--- src/design/ordered_list_positional_engine_top_assert.svh ---
// Assertion macros for the ordered list engine.
// Included by the top level; needs a clock and an active-low reset in scope.
`ifndef ORDERED_LIST_POSITIONAL_ENGINE_TOP_ASSERT_SVH
`define ORDERED_LIST_POSITIONAL_ENGINE_TOP_ASSERT_SVH

`ifndef SYNTH
`define OLPE_ASSERT(lbl, clk, rstn, prop, msg) \
    lbl: assert property (@(posedge clk) disable iff (!rstn) (prop)) else $error(msg);
`define OLPE_ASSERT_NEXT(lbl, clk, rstn, cond, prop, msg) \
    lbl: assert property (@(posedge clk) disable iff (!rstn) (cond) |=> (prop)) else $error(msg);
`else
`define OLPE_ASSERT(lbl, clk, rstn, prop, msg)
`define OLPE_ASSERT_NEXT(lbl, clk, rstn, cond, prop, msg)
`endif

`endif

--- src/design/olpe_pkg.sv ---
// Shared types and constants for the ordered list engine.
// No dependencies; imported by the interfaces, the cell and the top level.
package olpe_pkg;

    localparam int DEPTH  = 16;
    localparam int CNT_W  = $clog2(DEPTH + 1);
    localparam int IDX_W  = $clog2(DEPTH);
    localparam int VAL_W  = 32;
    localparam int OP_W   = 3;
    localparam int POS_W  = 5;
    localparam int FIDX_W = 4;
    localparam int ST_W   = 2;
    localparam int CMP_W  = ((POS_W > CNT_W) ? POS_W : CNT_W) + 1;

    localparam logic signed [VAL_W-1:0] MISS_VALUE = -32'sd1;

    typedef enum logic [OP_W-1:0] {
        OP_INSERT  = 3'd0,
        OP_EXTRACT = 3'd1,
        OP_READ    = 3'd2,
        OP_FIND    = 3'd3,
        OP_CLEAR   = 3'd4
    } op_t;

    typedef enum logic [ST_W-1:0] {
        ST_OK    = 2'd0,
        ST_FULL  = 2'd1,
        ST_EMPTY = 2'd2,
        ST_MISS  = 2'd3
    } status_t;

    typedef struct packed {
        logic load;
        logic take_left;
        logic take_right;
    } cell_ctl_t;

endpackage

--- src/design/olpe_cell.sv ---
// One list cell: holds one entry, loads, shifts from a neighbor, compares to a key.
// Depends on olpe_pkg for widths and the cell control struct.
module olpe_cell
    import olpe_pkg::*;
(
    input  logic                    clk,
    input  cell_ctl_t               ctl,
    input  logic signed [VAL_W-1:0] new_value,
    input  logic signed [VAL_W-1:0] left_value,
    input  logic signed [VAL_W-1:0] right_value,
    input  logic signed [VAL_W-1:0] key,
    output logic signed [VAL_W-1:0] value,
    output logic                    match
);

    logic signed [VAL_W-1:0] entry_reg;
    logic signed [VAL_W-1:0] entry_next;

    always_comb
    begin
        priority if (ctl.load)
        begin
            entry_next = new_value;
        end
        else if (ctl.take_left)
        begin
            entry_next = left_value;
        end
        else if (ctl.take_right)
        begin
            entry_next = right_value;
        end
        else
        begin
            entry_next = entry_reg;
        end
    end

    always_ff @(posedge clk)
    begin
        entry_reg <= entry_next;
    end

    assign value = entry_reg;
    assign match = (entry_reg == key);

endmodule

--- config.mk ---
export PLATFORM = sky130hd
export DESIGN_NAME = olpe_cell
export DESIGN_NICKNAME = d
export VERILOG_FILES = /design/src/design/ordered_list_positional_engine_top_assert.svh /design/src/design/olpe_pkg.sv /design/src/design/olpe_cell.sv
export SDC_FILE = /design/constraint.sdc
export NUM_CORES = 1
export LEC_CHECK = 0
export ABC_AREA = 0
export CAP_MARGIN = 20
export CORE_AREA = 2 2 64 66
export DETAILED_ROUTE_END_ITERATION = 10
export DIE_AREA = 0 0 66 68
export DONT_BUFFER_PORTS = 1
export GPL_TIMING_DRIVEN = 0
export PLACE_DENSITY = 0.68
export SLEW_MARGIN = 20
export SYNTH_ARGS = -nofsm -noshare
export SYNTH_HDL_FRONTEND = slang
export SYNTH_SLANG_ARGS = --single-unit
export TNS_END_PERCENT = 5
--- constraint.sdc ---
create_clock -name clk -period 2.92 [get_ports clk]
set_input_delay 0.292 -clock clk [delete_from_list [all_inputs] [get_ports clk]]
set_output_delay 0.292 -clock clk [all_outputs]
set_load 0.01 [all_outputs]
# == Word level (Yosys, flattened, before mapping) ==
# Index checks and enable logic that the tools add are counted.
# totals
ff_bits,32
in_bits,132
output_inout_bits,33
elab_cells,6
# op_classes
eq_ne,1
n_mux,3
reduce_logical,1
# ops
cell,n
$mux W32,3
$eq A32 B32 Y1,1
$reduce_bool A3 Y1,1

# == Logic depth before layout (Yosys ltp) ==
# Gate-level depths: netlist of run 1.
# depth
depth_word,3
mapped_depth,4
ltp_nobuf,4

# == Worst setup path before layout of run 1 ==
# Ideal clock, no wire load.
# synth_timing
path_kind,input to register
start,input port ctl[1] (netlist bit)
end,"register entry_reg[0] (netlist: value[0]), enable pin"
setup_ns,0.414
t_arrival_ns,1.206
t_required_ns,2.506
slack_ns,1.300
cell_stages,2
path_buffers,1
cell_sequence,buf_4 -> or3_1
# synth_via
elab_chain_cells,1
# synth_lines
item,line_no,rtl
start: declaration,olpe_cell.sv:7,"input cell_ctl_t ctl,"
$reduce_bool A3 Y1 (no source line),--,
end signal: assignment,olpe_cell.sv:41,entry_reg <= entry_next;
end: declaration,olpe_cell.sv:16,logic signed [VAL_W-1:0] entry_reg;
# No other way between the ends.
# A chain may end at the register's enable or synchronous reset.

# == Worst setup path in the final report of run 1 ==
# layout_timing
start,register entry_reg[25] (netlist: value[25])
end,output port match
# layout_via
elab_chain_cells,1
# layout_lines
item,line_no,rtl
$eq A32 B32 Y1,olpe_cell.sv:45,assign match = (entry_reg == key);
end: declaration,olpe_cell.sv:13,output logic match
# No other way between the ends.

==> results.toml, run 1 <==
[outcome]
status = "finished, final reports clean"

[clock_network]
hold_buffers = 0
cts_max_path_buffers = 2
cts.reportedPaths.clkPinSlew_ns = 0.07
cts_resized = 0
numCtsBuffers = 5
h-tree-depth = 2
cts_tree = "done"
clock-sinks = 32
root_buffer = "clkbuf_8"
post_cts_buffers = 0

[layout]
final_nets = 322
area_delta_synth_final_pct = 7.25
multi_input_area_um2 = 955
largest_reg_flops = 32
regArea_um2 = 961
drive_above_1_share_pct = 6.28
fill_cells = 359
layout.cells.non_filler = 241
most-common-layout-cells = "32 x mux2i_1, 32 x nand2_1, 32 x o21ai_0, 32 x xor2_1, 32 x edfxtp_1"
n_antenna_cell = 0

[detailed_routing]
routed_wl_mm = 5.15
vias_per_cell = 6.02
wl_met1_mm = 1.78
firstDrtPassIters = 4
wl_per_cell_um = 21.4
drtIter0Drc = 83
top_layer = "met4"
ant_nets = 0
wl_met3_um = 499
via_count = 1450
drc = 0
dr_wl_met2_mm = 2.86

[floorplan]
rows = 23
start_util_pct = 51.5
dieArea_um2 = 4490
die_height_um = 68
dieWidth_um = 66
core_um2 = 3860
design.portCount = 165

[placed_design]
dp_cells = 233
place.gp.congestion = 0.758
dp_hpwl_mm = 4.09
portBuffers = 0

[logic_synthesis]
synth_top_family_by_area = "multiplexers"
synth-simple-area-share_pct = 9.71
ys_ff_latch = 32
ys_warn_count = 0
synth_compound_area_share_pct = 8.07
ys_types = 13
avgSynthCellArea_um2 = 10.8
syn-num-nets = 315
yosysSeqAreaShare_pct = 48.4
synth_area_um2 = 1980
synth_cells = 183
muxShareOfSynthArea_pct = 16.1
synthXorXnorAreaFrac_pct = 14.1
synth_fa_ha_area_share_pct = 0

[power_and_ir_drop]
peakVddDrop_mv = 0.364
power_density_nw_per_um2 = 521
power.total_mw = 1.11
leakage_nw = 0.863

[hold_path]
hp-class = "input port to register"
hold_depth = 2

[global_route]
grt_pass1_wl_mm = 6.98
grt_use_total_pct = 22.3
antenna_found_initial = 0
grt_pass1_vias = 1438
grt-ovfl-total = 0
grt_max_degree = 33

[timing]
relSlewSlack_pct = 51.3
finalSetupViolCount = 0
max_freq_mhz = 491
hold_viol = 0
period_minus_slack_ns = 2.04
setup_tns_ns = 0
whs_ns = 0.211
finalMaxSlewViolations = 0
fin_crit_sh_pct = 69.8
rsz0062_at_grt = "false"
max_slew.worst_pin.slew_ns = 0.731

[setup_path]
crit_path_start_kind = "register"
critPathRequiredTime_ns = 2.63
crit_path_top_delay_cell = "edfxtp_1"
cp.arrival_ns = 1.75
critPathMaxFanout = 2
path_cells = "xor2_1 -> nor4_1 -> nand4_1 -> nor2_1"
path_class = "register to output pin"
cpPeakStageDelay_ns = 0.48
setup.worst_path.end_class = "output pin"

[job]
drv_cap = 0
-- metrics by stage --
step	instance area (µm²)	setup slack [ns]	utilization [%]
after floorplan	1980	1.30	-
after global placement	2050	0.965	53.1
after detailed placement	2050	1.11	53.1
after CTS	2130	0.808	55.2
after global routing	2130	0.738	55.2
final	2130	0.883	55.2
-- critical path: cells and delay by family, from the launching register on --
kind	cells	cell delay [ns]
simple gates	3	0.81
xor+xnor	1	0.18
flops	1	0.48
-- worst paths after layout --
kind / startpoint / endpoint / slack [ns]
hold / removal: new_value[13] / value[13]$_DFFE_PP_ / 0.21
setup / recovery: value[25]$_DFFE_PP_ / match / 0.88
-- cells in the mapped netlist --
cell type	number	area (µm²)
xor2_1	32	280
clkbuf_1	5	18.8
mux2i_1	32	320
nor4_1	8	50.1
or3_1	1	6.26
o21ai_0	32	160
buf_6	3	33.8
buf_2	2	10.0
buf_4	1	7.51
edfxtp_1	32	961
nor2_1	1	3.75
nand2_1	32	120
nand4_1	2	12.5
-- area by class of cell --
| class | instances | share of cell area, % |
|---|---|---|
| multi-input combinational | 140 | 44.9 |
| clock inverter | 1 | 0.176 |
| clock buffer | 7 | 3.59 |
| tap | 50 | 2.94 |
| buffer | 11 | 3.29 |
| sequential | 32 | 45.1 |
-- cells by family (layout without fill, tap and decap cells) --
family                 count (synthesis)  count (layout)
XOR/XNOR                              32              32
AND/OR/NAND/NOR                       44              44
buffers and inverters                 11              19
AO/OA/AOI/OAI                         32              32
multiplexers                          32              32
flip-flops                            32              32
-- layer usage --
| metal | GRT usage, % | vias up |
|---|---|---|
| li1 | - | 673 |
| met1 | 25.0 | 684 |
| met2 | 40.9 | 91 |
| met3 | 6.91 | 2 |
| met4 | 6.89 | 0 |
| met5 | 0 | - |
-- power breakdown --
part           internal (mW)  switching [mW]  total, mW  leakage, nW
registers              0.571          0.0697      0.641        0.338
logic                 0.0723          0.0809      0.153        0.485
clock network          0.166           0.148      0.314       0.0399
total                  0.809           0.299       1.11        0.863
Note: power is estimated with default switching activity, not from simulation.
==> run 2: changes to the inputs <==
--- a/config.mk
+++ b/config.mk
@@ -12,7 +12,7 @@
 export DIE_AREA = 0 0 66 68
 export DONT_BUFFER_PORTS = 1
 export GPL_TIMING_DRIVEN = 0
-export PLACE_DENSITY = 0.68
+export PLACE_DENSITY = 0.7
 export SLEW_MARGIN = 20
 export SYNTH_ARGS = -nofsm -noshare
 export SYNTH_HDL_FRONTEND = slang
==> constraint.sdc (replaced) <==
create_clock -name clk -period 1.8 [get_ports clk]
set_input_delay 0.18 -clock clk [delete_from_list [all_inputs] [get_ports clk]]
set_output_delay 0.18 -clock clk [all_outputs]
set_load 0.01 [all_outputs]
==> run 2 against run 1 <==
  * The flow now finishes with violations (setup timing)
  * Core utilization rose by 0.62 points
  * Critical path depth did not move
  * Combinational power rose by 73%
  * Sequential share of layout area fell by 0.50 points
  * Via count rose by 1.5%
  * Critical path type unchanged
==> results.toml, run 2 (synthesized netlist as in run 1, its figures left out) <==
[outcome]
status = "finished with violations"
violations = "setup timing"

[power_and_ir_drop]
swShare_pct = 27.4
power_density_nw_per_um2 = 833
pwr-share-comb_pct = 14.7
p_clk_share_pct = 27.2
peakVddDrop_mv = 0.418
leakage_nw = 0.864
internal_power_mw = 1.30
p_switching_mw = 0.491
power.total_mw = 1.79
seqPwrFrac_pct = 58.1

[setup_path]
critPathRequiredTime_ns = 1.62
path_cells = "xor2_1 -> nor4_2 -> nand4_1 -> nor2_2"
cp.arrival_ns = 1.64
crit_path_start_kind = "register"
crit_path_top_delay_cell = "edfxtp_1"
setup.worst_path.end_class = "output pin"
path_class = "register to output pin"
path_buf_inv = 0
critPathMaxFanout = 2
path_delay_family = "simple AND/OR/NAND/NOR gates"
path_depth = 4
cpPeakStageDelay_ns = 0.47

[timing]
fin_crit_sh_pct = 101
whs_ns = 0.0999
relSlewSlack_pct = 51.6
hold_viol = 0
rsz0062_at_grt = "true"
finalMaxSlewViolations = 0
max_slew.worst_pin.slew_ns = 0.727
finalWorstSetupSlack_ns = -0.0224
finalSetupViolCount = 1
max_freq_mhz = 549
period_minus_slack_ns = 1.82
setup_tns_ns = -0.0224

[floorplan]
die_height_um = 68
core_um2 = 3860
start_util_pct = 51.5
rows = 23
design.portCount = 165
dieWidth_um = 66
dieArea_um2 = 4490

[hold_path]
hp-class = "input port to register"
hold_depth = 2

[layout]
most-common-layout-cells = "32 x mux2i_1, 32 x nand2_1, 32 x o21ai_0, 32 x xor2_1, 32 x edfxtp_1"
area_delta_synth_final_pct = 8.45
largest_reg_flops = 32
n_antenna_cell = 0
post-route-util_pct = 55.8
fill_cells = 336
final_nets = 322
drive_above_1_share_pct = 8.95

[global_route]
busiest_layer = "met2"
grt_use_total_pct = 22.2
met1_usage_pct = 24.0
grt-ovfl-total = 0
antenna_found_initial = 0
grt_util_met3_pct = 8.22
use_met2_pct = 40.4
grt_pass1_vias = 1460
grt_pass1_wl_mm = 7.02
grt_max_degree = 33

[job]
drv_cap = 0

[clock_network]
numCtsBuffers = 5
h-tree-depth = 2
cts.reportedPaths.clkPinSlew_ns = 0.06
cts_tree = "done"
cts_max_path_buffers = 2
root_buffer = "clkbuf_8"
clock-sinks = 32

[detailed_routing]
routed_wl_mm = 5.10
via_count = 1472
vias_per_cell = 6.13
wl_per_cell_um = 21.3
drc = 0
drtIter0Drc = 64
firstDrtPassIters = 4
ant_nets = 0

[placed_design]
place.gp.congestion = 0.770
dp_hpwl_mm = 4.05
dp_slack_ns = 0.0988
portBuffers = 0
## run 2: cell count changes in the layout (fill, tap and decap cells not counted), sizes merged
| cell | change |
|---|---|
| clkbuf | -2 |
| clkinv | +1 |
## run 2: path summary, 6_finish.rpt
check,startpoint,endpoint
max,value[2]$_DFFE_PP_,match
min,new_value[29],value[29]$_DFFE_PP_
## run 2: what timing repair did
item / 4_1_cts / 5_1_grt
pin swaps: 3 / 0
setup buffers: 0 / 0
resized for setup: 5 / 0
setup endpoints to repair: 1 / 1
hold buffers: 0 / 0
## run 2: layer usage
layer,routed length [µm],vias up
li1,-,675
met1,1790,688
met2,2680,105
met3,581,4
met4,50,0
met5,0,-
## run 2: layout make-up
class | count | area (µm²) | area share (%)
buffer | 11 | 70.1 | 3.26
clock buffer | 5 | 68.8 | 3.20
clock inverter | 2 | 7.51 | 0.349
multi-input combinational | 140 | 982 | 45.6
sequential | 32 | 961 | 44.7
tap | 50 | 62.6 | 2.91
## run 2: through the flow
stage / instance area, µm² / instances
4_1_cts: 2150 / 240
2_1_floorplan: 1980 / 183
5_1_grt: 2150 / 240
3_3_place_gp: 2050 / 233
6_report: 2150 / 240
3_5_place_dp: 2050 / 233
## run 2: power groups by stage
stage	Combinational [mW]	Sequential (mW)	Clock, mW
after CTS	0.269	1.04	0.500
after global routing	0.298	1.05	0.526
after global placement	0.241	1.06	0
after floorplan	0.201	1.04	0
after detailed placement	0.254	1.06	0
final	0.264	1.04	0.488
